[src/rtl/csdf_pkg.sv]
// Shared types and constants for the chunked stream deframer.
// No dependencies; imported by every module of the block.
`timescale 1ns / 1ps
`default_nettype none
package csdf_pkg;

    localparam int CHUNK_CAPACITY = 4096;
    localparam int REMAIN_W       = $clog2(CHUNK_CAPACITY + 1);
    localparam int MAXLEN_W       = 13;
    localparam int CODE_W         = 32;
    localparam int CFG_IDX_W      = 2;

    typedef enum logic [2:0] {
        KIND_BYTE   = 3'd0,
        KIND_CHUNK  = 3'd1,
        KIND_STREAM = 3'd2,
        KIND_BADLEN = 3'd3,
        KIND_BADCMD = 3'd4
    } t_kind;

    typedef enum logic [CFG_IDX_W-1:0] {
        REG_EOB_CODE = 2'd0,
        REG_EOF_CODE = 2'd1,
        REG_MAX_LEN  = 2'd2
    } t_reg_idx;

    typedef struct packed {
        logic                 vld;
        logic [CFG_IDX_W-1:0] idx;
        logic [CODE_W-1:0]    data;
    } t_cfg_wr;

    typedef struct packed {
        logic       vld;
        logic [7:0] data;
        t_kind      kind;
    } t_res;

endpackage
`default_nettype wire

[src/rtl/csdf_parser.sv]
// Frame parser: config registers, phase sequencer, word assembly, length and command checks.
// Depends on csdf_pkg; produces at most one result per accepted byte.
`timescale 1ns / 1ps
`default_nettype none
module csdf_parser (
    input  wire                     i_clk,
    input  wire                     i_rst_n,
    input  wire csdf_pkg::t_cfg_wr  i_cfg,
    input  wire                     i_vld,
    input  wire  [7:0]              i_byte,
    output csdf_pkg::t_res          o_res
);
    import csdf_pkg::*;

    typedef enum logic [2:0] {
        PH_LENGTH, PH_PAYLOAD, PH_COMMAND, PH_TRAILER, PH_DONE, PH_HALT
    } t_phase;

    logic [CODE_W-1:0]   r_eob_code;
    logic [CODE_W-1:0]   r_eof_code;
    logic [MAXLEN_W-1:0] r_max_len;

    t_phase              r_phase, n_phase;
    logic [1:0]          r_idx, n_idx;
    logic [23:0]         r_word, n_word;
    logic [REMAIN_W-1:0] r_remain, n_remain;

    logic [CODE_W-1:0]   w_word;
    logic                w_last;
    logic                w_len_ok;

    assign w_word   = {r_word, i_byte};
    assign w_last   = (r_idx == 2'd3);
    assign w_len_ok = (w_word != '0)
                   && (w_word <= {{(CODE_W-MAXLEN_W){1'b0}}, r_max_len})
                   && (w_word <= CODE_W'(CHUNK_CAPACITY));

    always_comb begin
        n_phase    = r_phase;
        n_idx      = r_idx;
        n_word     = r_word;
        n_remain   = r_remain;
        o_res.vld  = 1'b0;
        o_res.data = 8'd0;
        o_res.kind = KIND_BYTE;
        if (i_vld) begin
            case (r_phase)
                PH_LENGTH, PH_COMMAND, PH_TRAILER: begin
                    n_word = w_word[23:0];
                    n_idx  = r_idx + 2'd1;
                    if (w_last) begin
                        n_word = '0;
                        case (r_phase)
                            PH_LENGTH: begin
                                if (w_len_ok) begin
                                    n_remain = REMAIN_W'(w_word);
                                    n_phase  = PH_PAYLOAD;
                                end else begin
                                    n_phase    = PH_HALT;
                                    o_res.vld  = 1'b1;
                                    o_res.kind = KIND_BADLEN;
                                end
                            end
                            PH_COMMAND: begin
                                if (w_word == r_eob_code) begin
                                    n_phase    = PH_LENGTH;
                                    o_res.vld  = 1'b1;
                                    o_res.kind = KIND_CHUNK;
                                end else if (w_word == r_eof_code) begin
                                    n_phase = PH_TRAILER;
                                end else begin
                                    n_phase    = PH_HALT;
                                    o_res.vld  = 1'b1;
                                    o_res.kind = KIND_BADCMD;
                                end
                            end
                            default: begin
                                n_phase    = PH_DONE;
                                o_res.vld  = 1'b1;
                                o_res.kind = KIND_STREAM;
                            end
                        endcase
                    end
                end
                PH_PAYLOAD: begin
                    n_remain   = r_remain - REMAIN_W'(1);
                    o_res.vld  = 1'b1;
                    o_res.data = i_byte;
                    o_res.kind = KIND_BYTE;
                    if (r_remain <= REMAIN_W'(1)) begin
                        n_remain = '0;
                        n_phase  = PH_COMMAND;
                    end
                end
                default: begin
                end
            endcase
        end
    end

    always_ff @(posedge i_clk) begin
        if (!i_rst_n) begin
            r_eob_code <= '0;
            r_eof_code <= CODE_W'(1);
            r_max_len  <= MAXLEN_W'(4096);
            r_phase    <= PH_LENGTH;
            r_idx      <= 2'd0;
            r_word     <= '0;
            r_remain   <= '0;
        end else begin
            r_phase  <= n_phase;
            r_idx    <= n_idx;
            r_word   <= n_word;
            r_remain <= n_remain;
            if (i_cfg.vld) begin
                case (i_cfg.idx)
                    REG_EOB_CODE: r_eob_code <= i_cfg.data;
                    REG_EOF_CODE: r_eof_code <= i_cfg.data;
                    REG_MAX_LEN:  r_max_len  <= i_cfg.data[MAXLEN_W-1:0];
                    default: begin
                    end
                endcase
            end
        end
    end

    a_payload_nonzero: assert property (@(posedge i_clk) disable iff (!i_rst_n)
        (r_phase == PH_PAYLOAD) |-> (r_remain != '0))
        else $error("payload phase with zero remaining");

    a_halt_sticks: assert property (@(posedge i_clk) disable iff (!i_rst_n)
        (r_phase == PH_HALT) |=> (r_phase == PH_HALT))
        else $error("left halt without reset");

    a_byte_in_payload: assert property (@(posedge i_clk) disable iff (!i_rst_n)
        (o_res.vld && o_res.kind == KIND_BYTE) |-> (r_phase == PH_PAYLOAD))
        else $error("payload byte outside payload phase");

    a_word_start: assert property (@(posedge i_clk) disable iff (!i_rst_n)
        (r_phase == PH_PAYLOAD) |-> (r_idx == 2'd0 && r_word == '0))
        else $error("word assembler not cleared during payload");

endmodule
`default_nettype wire

[src/rtl/csdf_out_buf.sv]
// Two-entry output buffer: result register plus skid stage for the master side.
// Depends on csdf_pkg for the result struct.
`timescale 1ns / 1ps
`default_nettype none
module csdf_out_buf (
    input  wire                  i_clk,
    input  wire                  i_rst_n,
    input  wire csdf_pkg::t_res  i_res,
    output logic                 o_ready,
    output logic                 o_vld,
    output logic [7:0]           o_data,
    output csdf_pkg::t_kind      o_kind,
    input  wire                  i_ready
);
    import csdf_pkg::*;

    logic       r_main_vld;
    logic       r_skid_vld;
    logic [7:0] r_main_data, r_skid_data;
    t_kind      r_main_kind, r_skid_kind;
    logic       w_pop;

    assign w_pop   = r_main_vld && i_ready;
    assign o_ready = !r_skid_vld;
    assign o_vld   = r_main_vld;
    assign o_data  = r_main_data;
    assign o_kind  = r_main_kind;

    always_ff @(posedge i_clk) begin
        if (!i_rst_n) begin
            r_main_vld <= 1'b0;
            r_skid_vld <= 1'b0;
        end else if (r_skid_vld) begin
            if (w_pop) begin
                r_skid_vld <= 1'b0;
            end
        end else if (i_res.vld) begin
            if (!r_main_vld || w_pop) begin
                r_main_vld <= 1'b1;
            end else begin
                r_skid_vld <= 1'b1;
            end
        end else if (w_pop) begin
            r_main_vld <= 1'b0;
        end
    end

    always_ff @(posedge i_clk) begin
        if (r_skid_vld) begin
            if (w_pop) begin
                r_main_data <= r_skid_data;
                r_main_kind <= r_skid_kind;
            end
        end else if (i_res.vld) begin
            if (!r_main_vld || w_pop) begin
                r_main_data <= i_res.data;
                r_main_kind <= i_res.kind;
            end else begin
                r_skid_data <= i_res.data;
                r_skid_kind <= i_res.kind;
            end
        end
    end

    a_skid_needs_main: assert property (@(posedge i_clk) disable iff (!i_rst_n)
        r_skid_vld |-> r_main_vld)
        else $error("skid entry without main entry");

    a_skid_holds: assert property (@(posedge i_clk) disable iff (!i_rst_n)
        (r_skid_vld && !i_ready) |=> (r_skid_vld && $stable(r_skid_data)))
        else $error("skid entry lost while stalled");

    a_no_push_when_full: assert property (@(posedge i_clk) disable iff (!i_rst_n)
        r_skid_vld |-> !i_res.vld)
        else $error("result pushed into full buffer");

endmodule
`default_nettype wire

[src/rtl/chunked_stream_deframer_core.sv]
// Top level of the chunked stream deframer: ties the parser to the output buffer.
// Depends on csdf_pkg, csdf_parser and csdf_out_buf.
//
// Usage:
//   Slave stream (i_s_*): one framed byte per request. Each chunk is a 4-byte
//   big-endian length, that many payload bytes, then a 4-byte command word.
//   Master stream (o_m_*): tdata carries the payload byte (zero for non-byte
//   kinds), tuser the kind: payload byte, chunk ended, stream ended, bad
//   length, bad command. A bad command after a chunk means drop that chunk.
//   Config channel (i_cfg_*): index 0 end-of-buffer code, 1 end-of-file code,
//   2 maximum chunk length; always ready, write only while idle.
// Throughput: one byte per cycle while tready is high, set by the phase sequencer.
// Output: each result from the combinational parser is registered in the output
//   buffer before it is presented on the master side.
// Stall: a two-entry output buffer keeps tready high through one stalled
//   result; tready drops only when both entries hold results.
// Reset: synchronous, active low; clears phase, counters and buffer, and loads
//   the register defaults 0, 1 and 4096. After a bad length or command the
//   block halts and drops all bytes until reset.
`timescale 1ns / 1ps
`default_nettype none
module chunked_stream_deframer_core (
    input  wire                            i_clk,
    input  wire                            i_rst_n,
    input  wire                            i_s_tvalid,
    output logic                           o_s_tready,
    input  wire  [7:0]                     i_s_tdata,   // [7:0] in_byte
    output logic                           o_m_tvalid,
    input  wire                            i_m_tready,
    output logic [7:0]                     o_m_tdata,   // [7:0] out_byte
    output logic [2:0]                     o_m_tuser,   // [2:0] kind
    input  wire                            i_cfg_valid,
    output logic                           o_cfg_ready,
    input  wire  [csdf_pkg::CFG_IDX_W-1:0] i_cfg_index,
    input  wire  [csdf_pkg::CODE_W-1:0]    i_cfg_data
);
    import csdf_pkg::*;

    t_cfg_wr w_cfg;
    t_res    w_res;
    t_kind   w_kind;
    logic    w_accept;

    assign o_cfg_ready = 1'b1;
    assign w_cfg.vld   = i_cfg_valid;
    assign w_cfg.idx   = i_cfg_index;
    assign w_cfg.data  = i_cfg_data;
    assign w_accept    = i_s_tvalid && o_s_tready;
    assign o_m_tuser   = w_kind;

    csdf_parser u_parser (
        .i_clk   (i_clk),
        .i_rst_n (i_rst_n),
        .i_cfg   (w_cfg),
        .i_vld   (w_accept),
        .i_byte  (i_s_tdata),
        .o_res   (w_res)
    );

    csdf_out_buf u_out_buf (
        .i_clk   (i_clk),
        .i_rst_n (i_rst_n),
        .i_res   (w_res),
        .o_ready (o_s_tready),
        .o_vld   (o_m_tvalid),
        .o_data  (o_m_tdata),
        .o_kind  (w_kind),
        .i_ready (i_m_tready)
    );

endmodule
`default_nettype wire
[config.mk]
export PLATFORM = sky130hd
export DESIGN_NAME = chunked_stream_deframer_core
export DESIGN_NICKNAME = d
export VERILOG_FILES = /design/src/rtl/csdf_pkg.sv /design/src/rtl/csdf_parser.sv /design/src/rtl/csdf_out_buf.sv /design/src/rtl/chunked_stream_deframer_core.sv
export SDC_FILE = /design/constraint.sdc
export NUM_CORES = 1
export LEC_CHECK = 0
export ABC_AREA = 1
export BUFFER_PORTS_ARGS = -buffer_cell sky130_fd_sc_hd__buf_2
export CORE_MARGIN = 1.5
export CORE_UTILIZATION = 45
export CTS_BUF_LIST = sky130_fd_sc_hd__clkbuf_4 sky130_fd_sc_hd__clkbuf_8
export CTS_CLUSTER_SIZE = 10
export DETAILED_ROUTE_END_ITERATION = 7
export SLEW_MARGIN = 30
export SYNTH_ARGS = -nofsm -noshare
export SYNTH_HDL_FRONTEND = slang
export SYNTH_HIERARCHICAL = 1
export SYNTH_SLANG_ARGS = --single-unit
[constraint.sdc]
create_clock -name i_clk -period 3.9 [get_ports i_clk]
set_clock_uncertainty 0.1 [all_clocks]
set_input_delay 0.78 -clock i_clk [delete_from_list [all_inputs] [get_ports i_clk]]
set_output_delay 0.78 -clock i_clk [all_outputs]
set_load 0.02 [all_outputs]
==> results of run 1 <==
[flip-flops by register name (all words and copies together) (netlist names)]
signal,cells
u_parser/r_eob_code,32
u_out_buf/r_skid_vld,1
u_out_buf/r_skid_kind,3
u_parser/r_word,24
u_parser/r_max_len,13
u_out_buf/o_kind,3
u_parser/r_remain,13
u_out_buf/o_data,8
u_parser/r_phase,3
u_out_buf/o_vld,1
u_parser/r_idx,2
u_out_buf/r_skid_data,8
u_parser/r_eof_code,32
[cell families (layout without fill, tap and decap cells)]
logic type               after synthesis  in the layout  synth area share, %
flip-flops                           143            143                 43.3
adder cells (fa/ha/maj)               16             16                 2.81
other                                  1              1               0.0527
AO/OA/AOI/OAI                        162            162                 12.4
AND/OR/NAND/NOR                      466            466                 26.5
buffers and inverters                122            179                 7.30
XOR/XNOR                              62             62                 7.63
[routing by layer]
layer / GRT usage (%) / up-vias / part of all wire [%]
met1: 30.1 / 2753 / 48
met3: 5.07 / 15 / 5.8
li1: - / 3194 / -
met2: 35.7 / 171 / 45
met5: 0 / - / 0
met4: 6.94 / 0 / 0.87
[final cells by class]
type | instances | share of cell area [%]
Clock buffer | 27 | 4.37
Clock inverter | 5 | 0.663
Inverter | 78 | 3.69
Multi-Input combinational cell | 707 | 44.4
Sequential cell | 143 | 38.9
Tap cell | 211 | 3.33
Timing Repair Buffer | 69 | 4.67
[stage by stage]
stage	hold WS, ns	instances	total power (W)	setup slack, ns
final	0.356	1240	0.00331	1.12
after global placement	0.350	1208	0.00216	0.933
after CTS	0.362	1240	0.00333	1.13
after detailed placement	0.351	1208	0.00216	0.909
after global routing	0.378	1240	0.00348	0.853
after floorplan	0.329	972	0.00203	0.619
[critical path, delay by kind of cell, from the launching register on]
kind / cells / cell delay, ns
AOI/OAI and AO/OA: 1 / 0.16
adders and majority gates: 1 / 0.39
buffers and inverters: 3 / 0.34
DFF: 1 / 0.46
and+or+nand+nor: 9 / 1.02
[path summary, 6_finish.rpt]
check                          endpoint  slack (ns)             startpoint  cells past startpoint
setup / recovery    u_out_buf/o_data[4]        1.12     u_parser/r_word[3]                     14
hold reg to reg   u_parser/r_max_len[5]        0.36  u_parser/r_max_len[5]                      2
hold / removal    u_parser/r_max_len[5]        0.36  u_parser/r_max_len[5]                      2
setup reg to reg    u_out_buf/o_data[4]        1.12     u_parser/r_word[3]                     14
[where the power goes]
part / internal (W) / switching, W
clock: 0.000633 / 0.000543
sequential: 0.00156 / 0.0000579
combinational: 0.000191 / 0.000323
total: 0.00238 / 0.000924
[placed cells by master (no fill, tap or decap), types with 2 or more instances in the layout]
| cell type | instances |
|---|---|
| nor2_1 | 232 |
| nand2_1 | 167 |
| dfxtp_1 | 121 |
| o21ai_0 | 80 |
| inv_1 | 73 |
| buf_2 | 59 |
| xnor2_1 | 55 |
| a21oi_1 | 50 |
| nand3_1 | 32 |
| a22oi_1 | 24 |
| clkbuf_8 | 23 |
| edfxtp_1 | 22 |
| ha_1 | 16 |
| nor3_1 | 13 |
| buf_4 | 10 |
| xor2_1 | 7 |
| clkbuf_4 | 4 |
| nor2_2 | 4 |
| nand4_1 | 4 |
| clkinv_2 | 3 |
| inv_2 | 3 |
| nand2_2 | 3 |
| or2_2 | 3 |
| nand2_4 | 3 |
| o22ai_1 | 3 |
| clkinv_1 | 2 |
| o21ai_1 | 2 |
==> impl_metrics.ini, run 1 <==
[run_status]
status = finished clean

[critical_path]
critPathArrivalTime_ns = 2.83
cp_slowest_stage_delay_ns = 0.46
cp_max_fo = 11
crit_slowest_cell = dfxtp_1
criticalPathCategory = reg -> reg
endpoint_kind = flip-flop
crit_top_cell = nand2_1
worst_setup_path_start_kind = flip-flop
path_cells = ha_1, nand2_1, nor3_1, nand2_1, nand2_1, nand2_2, nand3_1, nand3_1, a21oi_1, inv_1, nand2_2, inv_1, nor2_1, buf_4
required_ns = 3.95

[finish]
multi_input_comb_area_sq_um = 3520
syn2layout_area_growth_pct = 11.4
register_area_sq_um = 3080
drive_gt1_share_pct = 11.7
fillCellCount = 1557
final_util_pct = 51.8
final_area_sq_um = 7930
antenna_cells = 0
layout.nets = 1079

[global_route]
grt_pass1_vias = 5648
antenna_found_initial = 0
grt_overflow_total = 0
grt_usage_pct = 22.3
grt_max_degree = 48
grt_pass1_wl_mm = 28.7

[floorplan]
ios = 61
core.rowCount = 45
die_w_um = 129
coreArea_sq_um = 15300
fp.dieH_um = 129
initial_core_util_pct = 46.5
die-area_sq_um = 16600

[sta]
slew_violations = 0
setup_viol = 0
worst_pin_slew_ns = 0.839
period_minus_slack_ns = 2.78
report.final.hold_viol_count = 0
relSlewSlack_pct = 44.0
tns_ns = 0
timing.fmax_mhz = 360
rsz0062_at_grt = no
fin_crit_sh_pct = 71.2

[detailed_routing]
post_drt_via_cell_ratio = 4.95
drtAntennaViolNets = 0
remaining_drc_errors = 0
postRouteWirelength_mm = 17.5
drt_iter0_drc = 493
num_vias = 6133
dr.pass1.iters = 5
avgRoutedWirePerCell_um = 14.1

[synthesis]
yosysWarnings = 6
yosysUniqueCellTypes = 37
ys_dominant_reg_cell = dfxtp_1
syn_inst = 972
ys_top_cells_by_count = 233 x nor2_1, 167 x nand2_1, 121 x dfxtp_1
synth_top_area_share_pct = 34.0
syn_area_per_cell_sq_um = 7.32
yosys-top-cells-area = dfxtp_1 34%, nor2_1 12%, edfxtp_1 9.3%
synthArstFlopShare_pct = 0
synth_nets = 1035
syn_area_sq_um = 7120
synth_edf_count = 22
synth_area_leader_cell = dfxtp_1
seq_area_frac_synth_pct = 43.3
synth-seq-cells = 143
synth_most_common_cell = nor2_1

[place]
port_buffers = 59
dp_hpwl_mm = 12.3
dpl-instance-area_sq_um = 7530
gp_congestion = 0.877

[flow_run]
maxCapViolations = 0

[clock_network]
clk_latency_ns = 0.45
post_cts_resized = 0
cts_hold_buffers = 0
post_cts_buffers = 0
cts_buffers = 17
clk_pin_slew_ns = 0.07
cts_tree = yes
clockRootBuffer = clkbuf_8
cts-htree-levels = 4
clock_sinks = 143
cts_max_path_buffers = 2

[power_and_ir_drop]
p_leak_nw = 3.53
vdd_drop_max_uv = 196
p_per_area_nw_per_um2 = 417

[hold_path]
min-delay-path-class = reg -> reg
Note: power is estimated with default switching activity, not from simulation.
==> inputs of run 2 (changes only) <==
--- a/config.mk
+++ b/config.mk
@@ -12,6 +12,7 @@
 export CTS_BUF_LIST = sky130_fd_sc_hd__clkbuf_4 sky130_fd_sc_hd__clkbuf_8
 export CTS_CLUSTER_SIZE = 10
 export DETAILED_ROUTE_END_ITERATION = 7
+export PLACE_DENSITY = 0.65
 export SLEW_MARGIN = 30
 export SYNTH_ARGS = -nofsm -noshare
 export SYNTH_HDL_FRONTEND = slang
==> constraint.sdc (replaced) <==
create_clock -name i_clk -period 2.4 [get_ports i_clk]
set_clock_uncertainty 0.1 [all_clocks]
set_input_delay 0.48 -clock i_clk [delete_from_list [all_inputs] [get_ports i_clk]]
set_output_delay 0.48 -clock i_clk [all_outputs]
set_load 0.02 [all_outputs]
==> run 2 against run 1 <==
Clock-buffer cell count decreased by 9. Worst setup slack lost 1.0 ns. First-iteration DRC count fell by 10%. Non-clock buffer count up 62. Combinational power rose by 96%. Global-route usage rose by 0.20 points. Cell count increased by 5.0%. Die area unchanged. Largest power group unchanged. Fmax up 19%. Design area increased by 9.6%. Clock power is 70% higher. Hold slack worse by 0.18 ns.
==> impl_metrics.ini, run 2 (same netlist as run 1, synthesis figures left out) <==
[run_status]
status = finished clean

[floorplan]
ios = 61
core.rowCount = 45
die-area_sq_um = 16600
coreArea_sq_um = 15300
die_w_um = 129
initial_core_util_pct = 46.5
fp.dieH_um = 129

[clock_network]
cts_max_path_buffers = 2
clk_latency_ns = 0.45
clockRootBuffer = clkbuf_8
clk_pin_slew_ns = 0.08
cts_tree = yes
cts-htree-levels = 4
clock_sinks = 143
cts_buffers = 17

[global_route]
grt_pass1_wl_mm = 29.2
grtUsageMet2_pct = 36.9
grt_usage_pct = 22.5
antenna_found_initial = 0
grt_max_degree = 97
use_met3_pct = 4.74
grt_overflow_total = 0
grt_pass1_vias = 5980
top_usage_layer = met2
use_met1_pct = 29.9

[critical_path]
required_ns = 2.47
criticalPathCategory = reg -> reg
endpoint_kind = flip-flop
critPathArrivalTime_ns = 2.39
cp_max_fo = 5
worst_setup_path_start_kind = flip-flop

[sta]
rsz0062_at_grt = yes
worst_pin_slew_ns = 0.941
setup_viol = 0
slew_violations = 0
report.final.hold_viol_count = 0
period_minus_slack_ns = 2.32
relSlewSlack_pct = 37.2
timing.fmax_mhz = 430
layout_setup_ws_ns = 0.0755
fin_crit_sh_pct = 96.9

[finish]
register_area_sq_um = 3110
top_regs = u_parser/r_eob_code: 32 flops, u_parser/r_eof_code: 32 flops, u_parser/r_word: 24 flops
layout_common_cells = 226 x nor2_1, 162 x nand2_1, 108 x dfxtp_1
syn2layout_area_growth_pct = 22.1
antenna_cells = 0
multi_input_comb_area_sq_um = 3710
fillCellCount = 1553
fin_cells = 1302
layout.nets = 1141
layout_commonest_cell = nor2_1
drive_gt1_share_pct = 21.1
final_area_sq_um = 8690

[power_and_ir_drop]
p_per_area_nw_per_um2 = 648
p_int_w = 0.00407
power_switching_w = 0.00156
report.power.total_w = 0.00563
seqPwrFrac_pct = 46.3
clock_power_share_pct = 35.7
power_frac_comb_pct = 18.0
p_leak_nw = 3.88
vdd_drop_max_uv = 456
switching_share_pct = 27.7

[place]
place_ws_ns = -0.193
port_buffers = 59
dp_hpwl_mm = 12.4
dpl-instance-area_sq_um = 8030
gp_congestion = 0.903
dp.cells = 1268

[detailed_routing]
num_vias = 6397
avgRoutedWirePerCell_um = 13.5
post_drt_via_cell_ratio = 4.91
remaining_drc_errors = 0
drtAntennaViolNets = 0
dr.pass1.iters = 4
drt_iter0_drc = 443
postRouteWirelength_mm = 17.6

[hold_path]
min-delay-path-class = in -> reg

[flow_run]
maxCapViolations = 0
==> run 2: cell types whose count changed in the layout (fill, tap and decap cells not counted), moves of 6 or more <==
cell | previous run | this run
inv_1 | 73 | 64
nor2_1 | 232 | 226
clkbuf_8 | 23 | 17
ha_4 | 0 | 7
buf_4 | 10 | 65
inv_2 | 3 | 12
dfxtp_2 | 0 | 10
dfxtp_1 | 121 | 108
ha_1 | 16 | 9
==> run 2: worst paths after layout <==
check	to	depth (start not counted)	startpoint	slack, ns
min reg2reg	u_parser/r_idx[0]	1	u_parser/r_idx[0]	0.36
min	u_parser/r_eob_code[25]	3	i_cfg_data[25]	0.17
max reg2reg	u_out_buf/o_data[0]	16	u_parser/r_max_len[9]	0.08
max	u_out_buf/o_data[0]	16	u_parser/r_max_len[9]	0.08
==> run 2: worst max-delay path, stage by stage (launching register included) <==
cell and delay (ns):
dfxtp_2 0.33, inv_2 0.05, ha_4 0.26, nand3_2 0.07, nor3_2 0.17, buf_4 0.14, nand2_2 0.04, nand2_2 0.05
nand2_2 0.07, nand3_2 0.07, nand3_2 0.07, a21oi_2 0.13, inv_2 0.07, nand2_2 0.07, inv_2 0.04, nor2_4 0.14
clkbuf_16 0.16
==> run 2: final cells by class <==
cell class	count	share of cell area, %
clock buffers	18	2.78
well taps	211	3.04
repair buffers	131	10.4
multi-input cells	707	42.7
inverters	78	3.37
flip-flops and latches	143	35.7
clock inverters	14	1.99
==> run 2: power groups by stage <==
| stage | clock network [W] | logic, W | registers, W |
|---|---|---|---|
| floorplan | 0 | 0.000649 | 0.00265 |
| global placement | 0 | 0.000943 | 0.00266 |
| detailed placement | 0 | 0.000948 | 0.00266 |
| CTS | 0.00206 | 0.000961 | 0.00260 |
| global route | 0.00216 | 0.00114 | 0.00262 |
| finish | 0.00201 | 0.00101 | 0.00261 |
==> run 2: per-stage QoR <==
stage	setup TNS (ns)	hold WS (ns)	util [%]
global route	-0.469	0.161	56.7
detailed placement	-3.71	0.349	52.4
finish	0	0.174	56.7
global placement	-3.46	0.347	52.4
CTS	0	0.141	55.4
floorplan	0	0.329	-
==> run 2: timing repair <==
item | in CTS | in global routing
hold buffers | 0 | 0
buffers inserted | 0 | 1
gates cloned | 0 | 1
resized for setup | 9 | 49
endpoints found under the setup margin | 21 | 24
pin swaps | 0 | 16
==> run 2: metal layers <==
metal | wire length [um] | vias to the layer above
met1 | 8440 | 2915
met3 | 779 | 18
met5 | 0 | -
met2 | 8180 | 144
met4 | 246 | 0
li1 | - | 3320
